===== src/hw/rtl/ppt_pkg.sv =====
// ----------------------------------------------------------------------------
// ppt_pkg
// Shared request codes, status codes, controller command and status types.
// ----------------------------------------------------------------------------
package ppt_pkg;

	localparam int REQ_BITS    = 3;
	localparam int STATUS_BITS = 2;
	localparam int FIELD_BITS  = 16;
	localparam int BOUND_BITS  = 17;

	localparam logic [REQ_BITS-1:0] REQ_INSERT   = 3'd0;
	localparam logic [REQ_BITS-1:0] REQ_MIN_H    = 3'd1;
	localparam logic [REQ_BITS-1:0] REQ_MIN_D    = 3'd2;
	localparam logic [REQ_BITS-1:0] REQ_BOUNDED  = 3'd3;
	localparam logic [REQ_BITS-1:0] REQ_WEIGHTED = 3'd4;

	localparam logic [STATUS_BITS-1:0] ST_PAIR     = 2'd0;
	localparam logic [STATUS_BITS-1:0] ST_INSERTED = 2'd1;
	localparam logic [STATUS_BITS-1:0] ST_NONE     = 2'd2;
	localparam logic [STATUS_BITS-1:0] ST_FULL     = 2'd3;

	// controller -> datapath
	typedef struct packed {
		logic load;      // latch request, clear walk state
		logic rd_issue;  // read entry at walk index
		logic shift;     // insert walk: compare read entry, move or place
		logic scan;      // query walk: consider read entry
		logic finish;    // form result and present it
	} ppt_cmd_t;

	// datapath -> controller
	typedef struct packed {
		logic walk_done; // walk is over: index has run off its range, or no later entry qualifies
		logic placed;    // insert walk placed the new pair
	} ppt_sts_t;

endpackage


===== src/hw/rtl/ppt_ctrl.sv =====
// ----------------------------------------------------------------------------
// ppt_ctrl
// Controller: sequences a request through read, walk and result phases.
// ----------------------------------------------------------------------------
module ppt_ctrl (
	input  logic              clk,
	input  logic              arst_n,
	input  logic              in_fire,
	input  logic              out_busy,
	input  ppt_pkg::ppt_sts_t sts,
	output logic              in_ready,
	output ppt_pkg::ppt_cmd_t cmd
);
	import ppt_pkg::*;

	typedef enum logic [3:0] {
		S_IDLE = 4'b0001,
		S_READ = 4'b0010,
		S_WALK = 4'b0100,
		S_DONE = 4'b1000
	} state_t;

	state_t state_q, state_d;

	always_ff @(posedge clk or negedge arst_n) begin
		if (!arst_n) state_q <= S_IDLE;
		else state_q <= state_d;
	end

	always_comb begin
		state_d = state_q;
		cmd = '0;
		in_ready = 1'b0;
		unique case (state_q)
			S_IDLE: begin
				in_ready = 1'b1;
				if (in_fire) begin
					cmd.load = 1'b1;
					state_d = S_READ;
				end
			end
			S_READ: begin
				// issue read at current index, or finish when the walk is over or the pair is placed
				if (sts.walk_done || sts.placed) state_d = S_DONE;
				else begin
					cmd.rd_issue = 1'b1;
					state_d = S_WALK;
				end
			end
			S_WALK: begin
				cmd.shift = 1'b1;
				cmd.scan = 1'b1;
				state_d = S_READ;
			end
			S_DONE: begin
				if (!out_busy) begin
					cmd.finish = 1'b1;
					state_d = S_IDLE;
				end
			end
			default: state_d = S_IDLE;
		endcase
	end
endmodule


===== config.mk =====
export PLATFORM = sky130hd
export DESIGN_NAME = ppt_ctrl
export DESIGN_NICKNAME = d
export VERILOG_FILES = /design/src/hw/rtl/ppt_pkg.sv /design/src/hw/rtl/ppt_ctrl.sv
export SDC_FILE = /design/constraint.sdc
export NUM_CORES = 1
export LEC_CHECK = 0
export ABC_AREA = 1
export ABC_CLOCK_PERIOD_IN_PS = 1300
export BUFFER_PORTS_ARGS = -buffer_cell sky130_fd_sc_hd__clkbuf_2
export CAP_MARGIN = 0
export CORE_AREA = 10 10 47 49
export DETAILED_ROUTE_END_ITERATION = 6
export DIE_AREA = 0 0 57 59
export HOLD_SLACK_MARGIN = 0.08
export PLACE_DENSITY_LB_ADDON = 0.3
export SYNTH_ARGS = -nofsm -noshare
export SYNTH_HDL_FRONTEND = slang
export SYNTH_SLANG_ARGS = --single-unit
export TNS_END_PERCENT = 20

===== constraint.sdc =====
create_clock -name clk -period 1.3 [get_ports clk]
set_input_delay 0.195 -clock clk [delete_from_list [all_inputs] [get_ports clk]]
set_output_delay 0.195 -clock clk [all_outputs]
set_load 0.1 [all_outputs]

Word level (Yosys, flattened, before mapping) --
Index checks and enable logic that the tools add are counted.
Word-level totals: input bits 6, logic and storage cells 21, latch bits 0, memories kept 0, memory bits (read-only) 0, register bits 4, output and inout port bits 6, bits in writable memories 0
Cells by class: equality and inequality tests 6, $lt $le $gt $ge 0, $mul 0, multiplexer cells 12, shifts and indexed selects 0, bitwise logic cells 0, divide/modulo/power cells 0, reductions and logical operators 2, $add $sub $neg 0
Operators with widths (count):
- $pmux W4 S4 | 1
- $mux W4 | 3
- $mux W1 | 7
- $eq A4 B1 Y1 const B | 1
- $eq A4 B2 Y1 const B | 1
- $eq A4 B3 Y1 const B | 1
- $eq A4 B4 Y1 const B | 1
- $ne A2 B2 Y1 const B | 2
- $mux W2 | 1
- $reduce_and A2 Y1 | 1
- $logic_or A1 B1 Y1 | 1

Depth between registers and ports, before layout --
depth in word-level cells 3, gate-level depth with buffers 6, mapped depth without buffers 6

Worst setup path after synthesis --
No wires, ideal clock.
path type reg2out, start reg state_q[0], end out cmd[4] in the netlist's numbering, path buffers 0, slack -0.885 ns, arrival 1.990 ns, stages on the path, launching flop included 5, required time 1.105 ns, path through dfstp_2 > inv_1 > nor2_2 > nand2_2 > nor2_1
RTL lines:
- from (decl) | line ppt_ctrl.sv:23 | state_t state_q, state_d;
- from (signal assigned) | line ppt_ctrl.sv:27 | else state_q <= state_d;
- to (decl) | line ppt_ctrl.sv:12 | output ppt_pkg::ppt_cmd_t cmd

==> impl_metrics.toml <==
[status]
outcome = "finished, violations left"
failed_checks = "negative setup slack"

[worst_setup_path]
rrSetupSlack_ps = 70
start_kind = "flop"
required_ps = 1110
r2r_end = "state_q[1]"
rr_worst_depth = 6
cp_max_fo = 4
reg2reg_from = "state_q[0]"
cp.arrival_ps = 1300
cp-end-kind = "output pin"
critPathKind = "reg2out"

[global_route]
antenna_found_initial = 0
overflow = 0
grt_pass1_wl_um = 1010
grtUsageTotal = 0.0394
grt_max_degree = 5
first_global_vias = 292

[timing]
hold_violations = 0
finalCritPeriodShare = 1.15
worst_slack_ps = -198
fmax_mhz = 668
rsz0062_at_grt = "true"
min_period_ps = 1500
slew_viol_final = 0
fin_skew_ps = 2.74
finalSetupViolations = 6
max_slew_margin = 0.901
worst_pin_slew_ps = 149

[final_layout]
antenna_cells = 0
utilization = 0.338
mostFrequentLayoutCells = "inv_1, nor2_1, buf_12, nor2_2, clkbuf_2"
top_register = "state_q"
fin_area_sq_um = 474
drive_above_1_share = 0.519
layout.nets = 59
area_growth_pct = 83.1
final_cells = 68
largest_reg_flops = 4
top_regs = "state_q (4)"

[clock_tree]
ctsRootBufferMaster = "clkbuf_4"
tritoncts = "yes"
clk_pin_slew_worst_paths_ps = 40
clock-sinks = 4
htreeDepth = 1
clock_latency_ps = 240
ctsLongestPathBuffers = 2
cts_made_buffers = 3

[min_path]
hold_path_end = "state_q[2]"
min-delay-start = "sts[1]"
hp-class = "in2reg"
hold_depth = 3

[pwr]
p_leak_nw = 0.219
ir_worst_vdd_uv = 1370
powerDensity_nw_per_um2 = 2490

[route]
dr.pass1.iters = 2
vias_per_cell = 3.79
routed_wl_um = 631
routedWlPerCell_um = 9.28
vias = 258
ant_nets = 0
first_iter_violations = 3
drc = 0

[logic_synthesis]
synth_seq_cells = 4
yosysUniqueCellTypes = 14
netlist_area_sq_um = 259
syn-mean-instance-area_sq_um = 7.00
synth-seq-area-share = 0.391
yosys_warnings = 0
syn_inst = 37
synth_fp_nets = 43

[die]
core_sq_um = 1400
dieArea_sq_um = 3360
die_w_um = 57
io_pins = 12
initial_core_util = 0.185
die_h_um = 59
row_count = 14

[place]
post-dp-hpwl_um = 529
dp.cells = 62
placed_area_sq_um = 428
portBuffers = 11
place.gp.congestion = 0.755

[job]
max_cap_violations = 0
## cell type report
type	count	area, sq um
multi-input combinational	23	129
fill	151	927
sequential	4	101
tap	16	20.0
inverter	8	35.0
timing repair buffer	13	163
clock buffer	4	26.3
## metrics by stage
step	worst slack [ps]	hold WS (ps)	TNS [ps]	power [mW]
3_3_place_gp	29.4	2.33	0	0.980
6_report	-198	234	-980	1.18
2_1_floorplan	-350	-101	-983	0.749
4_1_cts	-211	231	-1050	1.20
3_5_place_dp	15.2	3.47	0	0.982
5_1_grt	-277	241	-1370	1.25
## critical path, cell delays in order, from the launching register on
cell and delay, ps:
dfstp_2 540, inv_1 50, nor2_2 80, nand2_2 100, nor2_4 120, buf_12 180
## timing repair
action / 4_1_cts / 5_1_grt
setup buffers: 1 / 0
setup endpoints to repair: 6 / 6
hold buffers: 1 / 0
gates cloned: 0 / 0
endpoints found under the hold margin: 4 / 0
resized for setup: 1 / 0
pin swaps: 1 / 0
## layer usage
metal,GRT usage,part of all wire
met4,0.0403,0
met1,0.0262,0.35
met5,0,0
met2,0.0729,0.57
met3,0.0215,0.078
## how the worst max path moves through the flow
| stage | from | to | slack, ps | depth (start not counted) |
|---|---|---|---|---|
| 2_1_floorplan | state_q[0] | cmd[2] | -350 | 4 |
| 3_3_place_gp | state_q[2] | cmd[3] | 30 | 4 |
| 3_5_place_dp | state_q[2] | cmd[3] | 20 | 4 |
| 4_1_cts | state_q[0] | cmd[4] | -210 | 5 |
| 5_1_grt | state_q[1] | cmd[3] | -280 | 5 |
| 6_report | state_q[0] | cmd[4] | -200 | 5 |
## synth_stat cells
| library cell | n | area share |
|---|---|---|
| nand2_2 | 1 | 0.024 |
| buf_4 | 2 | 0.058 |
| nand3_1 | 4 | 0.077 |
| dfrtp_1 | 3 | 0.29 |
| nor2_2 | 3 | 0.072 |
| or2_2 | 1 | 0.024 |
| dfstp_2 | 1 | 0.10 |
| o21ai_0 | 1 | 0.019 |
| o21bai_1 | 1 | 0.029 |
| nand4_1 | 1 | 0.024 |
| inv_1 | 7 | 0.10 |
| nand2_1 | 2 | 0.029 |
| clkinv_2 | 1 | 0.019 |
| nor2_1 | 9 | 0.13 |
## cells by family after synthesis
family | count (synthesis) | share of synthesized area
buf+inv | 10 | 0.179
simple gates | 21 | 0.382
flops | 4 | 0.391
compound gates | 2 | 0.0483
## where the power goes
group          internal [mW]  switching [mW]  leakage (nW)
Clock                  0.115          0.0545        0.0150
Combinational          0.279           0.511         0.153
Sequential             0.180          0.0431        0.0506
Total                  0.574           0.608         0.219
(Power assumes the default switching activity.)
