File: config.mk
export PLATFORM = sky130hd
export DESIGN_NAME = ppt_dp
export DESIGN_NICKNAME = d
export VERILOG_FILES = /design/src/hw/rtl/ppt_pkg.sv /design/src/hw/rtl/ppt_dp.sv
export SDC_FILE = /design/constraint.sdc
export NUM_CORES = 2
export LEC_CHECK = 0
export BUFFER_PORTS_ARGS = -buffer_cell sky130_fd_sc_hd__buf_2
export CORE_MARGIN = 3
export CORE_UTILIZATION = 52
export CTS_CLUSTER_DIAMETER = 150
export DETAILED_ROUTE_END_ITERATION = 12
export PLACE_DENSITY = 0.76
export SYNTH_ARGS = -nofsm -noshare
export SYNTH_HDL_FRONTEND = slang
export SYNTH_SLANG_ARGS = --single-unit
File: constraint.sdc
create_clock -name clk -period 25.5 [get_ports clk]
set_input_delay 3.825 -clock clk [delete_from_list [all_inputs] [get_ports clk]]
set_output_delay 3.825 -clock clk [all_outputs]
set_load 0.05 [all_outputs]
File: src/hw/rtl/ppt_pkg.sv
// ----------------------------------------------------------------------------
// ppt_pkg
// Shared request codes, status codes, controller command and status types.
// ----------------------------------------------------------------------------
package ppt_pkg;

	localparam int REQ_BITS    = 3;
	localparam int STATUS_BITS = 2;
	localparam int FIELD_BITS  = 16;
	localparam int BOUND_BITS  = 17;

	localparam logic [REQ_BITS-1:0] REQ_INSERT   = 3'd0;
	localparam logic [REQ_BITS-1:0] REQ_MIN_H    = 3'd1;
	localparam logic [REQ_BITS-1:0] REQ_MIN_D    = 3'd2;
	localparam logic [REQ_BITS-1:0] REQ_BOUNDED  = 3'd3;
	localparam logic [REQ_BITS-1:0] REQ_WEIGHTED = 3'd4;

	localparam logic [STATUS_BITS-1:0] ST_PAIR     = 2'd0;
	localparam logic [STATUS_BITS-1:0] ST_INSERTED = 2'd1;
	localparam logic [STATUS_BITS-1:0] ST_NONE     = 2'd2;
	localparam logic [STATUS_BITS-1:0] ST_FULL     = 2'd3;

	// controller -> datapath
	typedef struct packed {
		logic load;      // latch request, clear walk state
		logic rd_issue;  // read entry at walk index
		logic shift;     // insert walk: compare read entry, move or place
		logic scan;      // query walk: consider read entry
		logic finish;    // form result and present it
	} ppt_cmd_t;

	// datapath -> controller
	typedef struct packed {
		logic walk_done; // walk is over: index has run off its range, or no later entry qualifies
		logic placed;    // insert walk placed the new pair
	} ppt_sts_t;

endpackage

File: src/hw/rtl/ppt_dp.sv
// ----------------------------------------------------------------------------
// ppt_dp
// Datapath: sorted pair memory, walk index, best-so-far compare, result regs.
// ----------------------------------------------------------------------------
module ppt_dp #(
	parameter int TABLE_DEPTH = 64,
	parameter int VALUE_BITS  = 16
) (
	input  logic                            clk,
	input  logic                            arst_n,
	input  ppt_pkg::ppt_cmd_t               cmd,
	output ppt_pkg::ppt_sts_t               sts,
	input  logic [ppt_pkg::REQ_BITS-1:0]    req_type,
	input  logic [ppt_pkg::FIELD_BITS-1:0]  new_h,
	input  logic [ppt_pkg::FIELD_BITS-1:0]  new_d,
	input  logic [ppt_pkg::FIELD_BITS-1:0]  path_cost,
	input  logic [ppt_pkg::BOUND_BITS-1:0]  cost_bound,
	input  logic                            out_ready,
	output logic                            out_valid,
	output logic [ppt_pkg::FIELD_BITS-1:0]  result_h,
	output logic [ppt_pkg::FIELD_BITS-1:0]  result_d,
	output logic [ppt_pkg::STATUS_BITS-1:0] status,
	output logic                            out_busy
);
	import ppt_pkg::*;

	localparam int AW = $clog2(TABLE_DEPTH);
	localparam int CW = $clog2(TABLE_DEPTH + 1);
	localparam int VB = VALUE_BITS;
	localparam int SW = (VB > FIELD_BITS ? VB : FIELD_BITS) + 1; // g + h
	localparam int PW = SW + VB;                                   // (g+h)*d

	logic [2*VB-1:0] mem [TABLE_DEPTH];

	logic [CW-1:0]         count_q;
	logic [REQ_BITS-1:0]   req_q;
	logic [VB-1:0]         nh_q, nd_q;
	logic [FIELD_BITS-1:0] g_q;
	logic [BOUND_BITS-1:0] bound_q;
	logic [CW-1:0]         idx_q;     // insert: slot being filled; scan: next entry
	logic                  done_q, placed_q, found_q;
	logic [VB-1:0]         rh_q, rd_q;
	logic [VB-1:0]         best_h_q, best_d_q;
	logic [PW-1:0]         best_p_q;
	logic [STATUS_BITS-1:0] st_sel;

	logic [AW-1:0] rd_addr;
	logic [SW-1:0] sum;
	logic          in_bound, is_less;
	logic [PW-1:0] prod;

	// insert reads slot-1, queries read slot idx
	assign rd_addr = (req_q == REQ_INSERT) ? AW'(idx_q - CW'(1)) : AW'(idx_q);
	assign sum = SW'(g_q) + SW'(rh_q);
	assign in_bound = (SW'(bound_q) >= sum);
	assign is_less = (nh_q < rh_q) || (nh_q == rh_q && nd_q < rd_q);
	assign prod = PW'(sum) * PW'(rd_q);

	assign sts.walk_done = done_q;
	assign sts.placed    = placed_q;

	always_ff @(posedge clk) begin
		if (cmd.rd_issue) {rh_q, rd_q} <= mem[rd_addr];
		if (cmd.shift && req_q == REQ_INSERT) begin
			if (is_less) mem[AW'(idx_q)] <= {rh_q, rd_q};
			else mem[AW'(idx_q)] <= {nh_q, nd_q};
		end else if (cmd.finish && req_q == REQ_INSERT && idx_q == '0 && !placed_q
			&& count_q < CW'(TABLE_DEPTH)) begin
			mem[AW'(0)] <= {nh_q, nd_q};
		end
	end

	always_ff @(posedge clk or negedge arst_n) begin
		if (!arst_n) begin
			count_q <= '0;
			out_valid <= 1'b0;
			done_q <= 1'b0;
			placed_q <= 1'b0;
			found_q <= 1'b0;
			idx_q <= '0;
			req_q <= '0;
			nh_q <= '0;
			nd_q <= '0;
			g_q <= '0;
			bound_q <= '0;
			best_h_q <= '0;
			best_d_q <= '0;
			best_p_q <= '0;
		end else begin
			if (cmd.load) begin
				req_q <= req_type;
				nh_q <= VB'(new_h);
				nd_q <= VB'(new_d);
				g_q <= path_cost;
				bound_q <= cost_bound;
				placed_q <= 1'b0;
				found_q <= 1'b0;
				if (req_type == REQ_INSERT) begin
					idx_q <= count_q;
					done_q <= (count_q == '0) || (count_q == CW'(TABLE_DEPTH));
				end else if (req_type == REQ_BOUNDED || req_type == REQ_WEIGHTED) begin
					idx_q <= '0;
					done_q <= (count_q == '0);
				end else begin
					done_q <= 1'b1; // direct reads handled at finish
					idx_q <= (req_type == REQ_MIN_D) ? CW'(count_q - CW'(1)) : '0;
				end
			end
			if (cmd.shift && req_q == REQ_INSERT) begin
				// move larger entry up, or drop the new pair in this slot
				if (is_less) begin
					idx_q <= idx_q - CW'(1);
					done_q <= (idx_q == CW'(1));
				end else placed_q <= 1'b1;
			end
			if (cmd.scan && req_q != REQ_INSERT) begin
				if (in_bound) begin
					found_q <= 1'b1;
					if (req_q == REQ_BOUNDED || !found_q || prod < best_p_q
						|| (prod == best_p_q && rd_q < best_d_q)) begin
						best_h_q <= rh_q;
						best_d_q <= rd_q;
						best_p_q <= prod;
					end
					idx_q <= idx_q + CW'(1);
					done_q <= (idx_q + CW'(1) == count_q);
				end else done_q <= 1'b1; // qualifying entries form a prefix
			end
			if (cmd.finish) begin
				out_valid <= 1'b1;
				if (req_q == REQ_INSERT && count_q != CW'(TABLE_DEPTH))
					count_q <= count_q + CW'(1);
			end else if (out_valid && out_ready) out_valid <= 1'b0;
		end
	end

	// direct reads (min h / min d) register the entry at load, ahead of finish
	logic [2*VB-1:0] direct_q;
	always_ff @(posedge clk) begin
		if (cmd.load) direct_q <= mem[(req_type == REQ_MIN_D) ? AW'(count_q - CW'(1)) : AW'(0)];
	end

	always_comb begin
		st_sel = ST_NONE;
		unique case (req_q) inside
			REQ_INSERT: st_sel = (count_q == CW'(TABLE_DEPTH)) ? ST_FULL : ST_INSERTED;
			REQ_MIN_H, REQ_MIN_D: st_sel = (count_q == '0) ? ST_NONE : ST_PAIR;
			REQ_BOUNDED, REQ_WEIGHTED: st_sel = found_q ? ST_PAIR : ST_NONE;
			default: st_sel = ST_NONE;
		endcase
	end

	always_ff @(posedge clk) begin
		if (cmd.finish) begin
			status <= st_sel;
			result_h <= '0;
			result_d <= '0;
			if (st_sel == ST_PAIR) begin
				if (req_q == REQ_MIN_H || req_q == REQ_MIN_D) begin
					result_h <= FIELD_BITS'(direct_q[2*VB-1:VB]);
					result_d <= FIELD_BITS'(direct_q[VB-1:0]);
				end else begin
					result_h <= FIELD_BITS'(best_h_q);
					result_d <= FIELD_BITS'(best_d_q);
				end
			end
		end
	end

	assign out_busy = out_valid && !out_ready;
endmodule

Word level (Yosys, flattened, before mapping) --
Memory sizes are Yosys's and may differ from the RTL's. A register that Yosys moved wholly into a read port is not among the register bits. Cells that the tools add are included.
Cells by class: equality and inequality tests 13, order comparisons 6, multiplexer cells 44, reduce and logical (&&, ||, !) cells 33, multiply operators 1, bitwise operators 1, add/sub/neg operators 5
Operators with widths (count):
- 32-bit two-way mux | 2
- 7-bit two-way mux | 8
- 16-bit less-than comparator | 3
- 33-bit equality test | 1
- 33-bit less-than comparator | 1
- 17-bit by 16-bit multiplier with 33-bit output | 1
- 16-bit two-way mux | 2
- 32-bit OR reduction | 1
- 1-bit two-way mux | 25
- 6-bit two-way mux | 3
- 16-bit by 16-bit adder with 17-bit output | 1
- 17-bit greater-or-equal comparator | 1
- 16-bit equality test | 1
- 7-bit by 1-bit adder with 7-bit output, second input constant | 2
- 7-bit zero test | 2
- 7-bit by 1-bit subtractor with 7-bit output, second input constant | 2
- 3-bit by 2-bit equality test with 1-bit output, second input constant | 4
- 1-bit logical AND | 11
- 7-bit by 1-bit equality test with 1-bit output, second input constant | 1
- 7-bit equality test | 1
- 7-bit equality test, second input constant | 1
- 1-bit logical OR | 7
- 7-bit less-than comparator, second input constant | 1
- 7-bit inequality test, second input constant | 1
- other kinds (13) | 20
Word-level totals: memory bits (writable) 2048, register bits 185, input bits 76, memories kept 1
Memories:
- mem | depth 64, bits a word 32, read ports 2, clocked after memory_dff 2, wr ports 1, RTL line ppt_dp.sv:33 | logic [2*VB-1:0] mem [TABLE_DEPTH];

Logic depth before layout (Yosys ltp) --
word-level depth 10, depth in mapped cells 42

Worst setup path before layout --
Ideal clock, no wire load.
kind register -> register, start reg rh_q[0], read port of mem, end reg best_h_q[12], data arrival time 9.701 ns, period minus slack after synthesis 9.826 ns, slack 15.674 ns, required time 25.375 ns, setup time 0.125 ns, cell stages (with the launch flop) 41, path buffers 3, path through edfxtp_1 > ha_1 > inv_1 > fa_1 > nor2b_1 > o21ai_0 > a21boi_0 > o211ai_1 > a21o_1 > a31oi_1 > mux2i_1 > clkbuf_1 > o21ai_0 > fa_1 > fa_1 > inv_1 > fa_1 > fa_1 > [5 not listed] > a41oi_1 > o21ai_0 > nor4_1 > a211oi_1 > o21ai_0 > or4b_1 > o311ai_0 > ha_1 > nand4_1 > nor2_1 > nor3_1 > a21oi_1 > a211oi_1 > a21boi_0 > o31a_1 > buf_2 > buf_2 > mux2_2
Between the ends: longest elaborated chain between the ends 6, elaborated cells on any way between the ends 9
Ends and longest elaborated chain:
- from (decl) | RTL line ppt_dp.sv:42 | logic [VB-1:0] rh_q, rd_q;
- 16-bit by 16-bit adder with 17-bit output (*) | RTL line ppt_dp.sv:54 | assign sum = SW'(g_q) + SW'(rh_q);
- 17-bit by 16-bit multiplier with 33-bit output (*) | RTL line ppt_dp.sv:57 | assign prod = PW'(sum) * PW'(rd_q);
- net prod[30] | RTL line ppt_dp.sv:50 | logic [PW-1:0] prod;
- 33-bit less-than comparator / 33-bit equality test (equally long branches) | RTL line ppt_dp.sv:119, ppt_dp.sv:120
- 1-bit logical OR / 1-bit logical AND (equally long branches) | RTL line ppt_dp.sv:119, ppt_dp.sv:120
- 1-bit logical OR (*) | RTL line ppt_dp.sv:120 | || (prod == best_p_q && rd_q < best_d_q)) begin
- 3-bit AND reduction (no line) (*)
- to (signal assigned) | RTL line ppt_dp.sv:121 | best_h_q <= rh_q;
- to (decl) | RTL line ppt_dp.sv:43 | logic [VB-1:0] best_h_q, best_d_q;
Mark *: on every way through the listed nets, which the timed path passes. The rest lies on a longest branch. A chain may end at the register's enable or synchronous reset.

Final worst setup path --
start reg rh_q[1], read port of mem, end reg best_h_q[10]
The elaborated chain is that of the path after synthesis.

==> metrics.yaml <==
die_area_um2: 229400
antenna_found_initial: 22
cts_sinks: 2297
cp_num_cells: 38
totalWireLength_mm: 360.0
min-delay-path-class: "register to register"
slew_headroom_pct: 1.389
cts_buffers: 220
holdBufCountCts: 0
drt_iter0_markers: 12460
vias_per_cell: 7.278
root_buffer: "clkbuf_16"
syn-cell-area_um2: 116300
fin_crit_sh_pct: 46.93
grt_pass1_wl_mm: 528.0
criticalPathCategory: "register to register"
status: "finished with violations"
ys_ff_latch: 2297
wl_per_cell_um: 33.95
cts_resized: 0
drt-pass1-iter-count: 9
syn_nets: 8037
crit_path_start_kind: "register"
synth-edff-count: 2146
synthDistinctLibCells: 74
nFillCells: 16260
grt_max_degree: 153
cts_tree: "built"
synthToLayoutAreaGrowth_pct: 9.607
fin_skew_ns: 0.04482
cp_common_cell: "fa_1"
std_cell_rows: 172
grt_pass1_vias: 77840
max_freq_mhz: 83.55
yosys_most_used_dff: "edfxtp_1"
hold_depth: 1
maxCapViolations: 1
track_usage_pct: 31.18
setup-tns-final_ns: 0
postCtsSetupRepairBufs: 0
avgSynthCellArea_um2: 15.45
ys_warn_count: 0
post-route-drc-count: 0
die_y_um: 478.9
htreeDepth: 4
chipWidth_um: 478.9
core_region_area_um2: 221000
setup_viol: 0
layout_min_cycle_time_ns: 11.97
netlist_instances: 7529
clock_path_buffers: 3
finalHoldViolCount: 0
drive_gt1_share_pct: 22.25
synth_seq_area_share_pct: 58.66
slew_violations: 0
cp.required_ns: 26.26
async_flop_share_pct: 6.574
cp_max_fo: 34
vias: 77170
clk_pin_slew_worst_paths_ns: 0.06
io_buffer_count: 113
final_nets: 7956
critPathTopFamily: "adder cells"
violations: "capacitance limit"
r2r_cells: 38
endpoint_kind: "register"
slowest_delay_ns: 0.73
gp_congestion: 0.9306
slowest_stage: "o31a_2"
rsz0062_at_grt: "false"
gr-total-overflow: 0
worst-path-buf-inv: 6
worst_pin_slew_ns: 1.468
clk_latency_ns: 0.89
io_pins: 114
start_util_pct: 52.62
critPathArrivalTime_ns: 12.73
dpl.hpwl_mm: 212.8
antenna_left: 0
==> metrics by stage <==
step	instance area [um2]	utilization (%)	hold slack, ns	std cells	setup WS (ns)
6_report	127500	57.67	0.4922	10600	13.53
5_1_grt	127400	57.66	0.5158	10600	12.93
4_1_cts	127400	57.66	0.4950	10600	13.72
3_5_place_dp	120100	54.33	0.4810	10180	13.76
3_3_place_gp	120100	54.33	0.4745	10180	14.03
2_1_floorplan	116300	-	0.4581	7529	15.67
==> logic make-up after synthesis <==
group | synth area share, %
xor gates and xnor gates | 0.5111
AOI/OAI and AO/OA | 8.834
buffers and inverters | 3.533
DFF | 58.66
and+or+nand+nor | 4.937
adders and majority gates | 5.997
muxes | 17.52
==> cells in the final DEF, fill, tap and decap left out, types with 12 or more instances in the layout <==
cell type	synthesis	layout
buf_4	33	172
buf_12	0	17
a211oi_1	171	171
xnor2_1	43	37
clkbuf_1	385	29
mux2_2	144	145
nand2_1	642	640
bufinv_16	0	28
dfrtp_1	151	150
mux2i_1	29	29
a31oi_1	49	49
inv_1	354	354
fa_1	209	209
clkbuf_16	0	220
nor2_1	177	117
nand4_1	56	56
buf_2	107	111
and2_1	53	52
o21ai_0	109	109
xor2_1	23	21
clkinvlp_4	0	13
nor2b_1	13	12
o221ai_1	511	511
a21o_1	38	38
mux4_2	819	819
nor2_4	0	60
nand2b_1	22	21
nor3_1	108	102
a21oi_1	485	483
o22ai_1	31	31
clkinv_1	3	54
edfxtp_1	2146	2146
o21a_1	15	15
clkinv_2	0	41
nand3_1	163	163
ha_1	223	223
==> worst reg2reg max path: cells and delay by family (launching register included) <==
family	cells	cell delay, ns
and+or+nand+nor	8	2.43
muxes	1	0.46
AOI/OAI and AO/OA	14	3.29
DFF	1	0.44
buffers and inverters	6	1.34
adders and majority gates	9	3.91
==> routing by layer <==
layer  part of all wire, %  GRT usage, %  vias to the layer above
li1                      -             -                    30170
met5                 0.025             0                        -
met4                   6.0         15.84                       16
met1                    33         40.24                    38510
met3                    16         12.16                     1429
met2                    44         46.13                     7049
==> final cells by class <==
type                       count  area (um2)  share of cell area, %
timing repair buffer         301        2198                  1.725
tap                         2958        3701                  2.904
inverter                     359        1348                  1.057
multi-input combinational   4269       44610                  35.00
clock inverter               159        1709                  1.341
sequential                  2297       68220                  53.52
antenna                        8       20.02                0.01571
clock buffer                 252        5655                  4.437
==> cells in the mapped netlist, drive strengths merged, types with 4 or more instances <==
master   number  share of area [%]
mux2i        29               0.25
ha          223                2.4
a21o         38               0.25
a21oi       485                2.1
nor2b        13              0.070
xor2         23               0.17
o31ai         9              0.058
a31oi        49               0.26
buf         218                1.1
clkbuf      386                1.2
mux4        819                 16
nand2       642                2.1
a211oi      171                1.1
nor2        177               0.57
o211ai       10              0.065
and4          6              0.045
nand4        56               0.30
dfrtp       151                3.2
o21ai       114               0.49
o311a         4              0.034
nand3b        4              0.026
and3         11              0.059
nand2b       22               0.12
a21boi        4              0.026
o31a          5              0.038
inv         356                1.1
edfxtp     2146                 55
mux2        146                1.4
nor3b         4              0.030
a211o         4              0.030
o21a         15              0.097
o221ai      511                3.8
or2           6              0.032
and2         54               0.29
o2111ai       4              0.030
a221oi        7              0.053
nand3       163               0.70
fa          209                3.6
or3          11              0.063
xnor2        44               0.34
o22ai        31               0.17
nor3        108               0.46
nor4b         5              0.038
==> state kept, by name, summed over array words and instances, names as in the netlist, 16 cells and up <==
signal    flops
direct_q     32
nd_q         16
nh_q         16
best_p_q     33
best_h_q     16
best_d_q     16
result_h     16
rd_q         16
g_q          16
result_d     16
bound_q      17
rh_q         16
mem        2048
==> final timing paths <==
kind	slack, ns	to	start
setup / recovery	13.53	best_h_q[10]	rh_q[1]
hold / removal	0.49	best_p_q[30]	best_p_q[30]
setup reg to reg	13.53	best_h_q[10]	rh_q[1]
hold reg to reg	0.49	best_p_q[30]	best_p_q[30]
max in group asynchronous	21.03	best_d_q[15]	arst_n
min in group asynchronous	3.06	bound_q[3]	arst_n
Power is not shown: default switching activity piles up to over one toggle a cycle in this logic, so the estimate is an artifact.
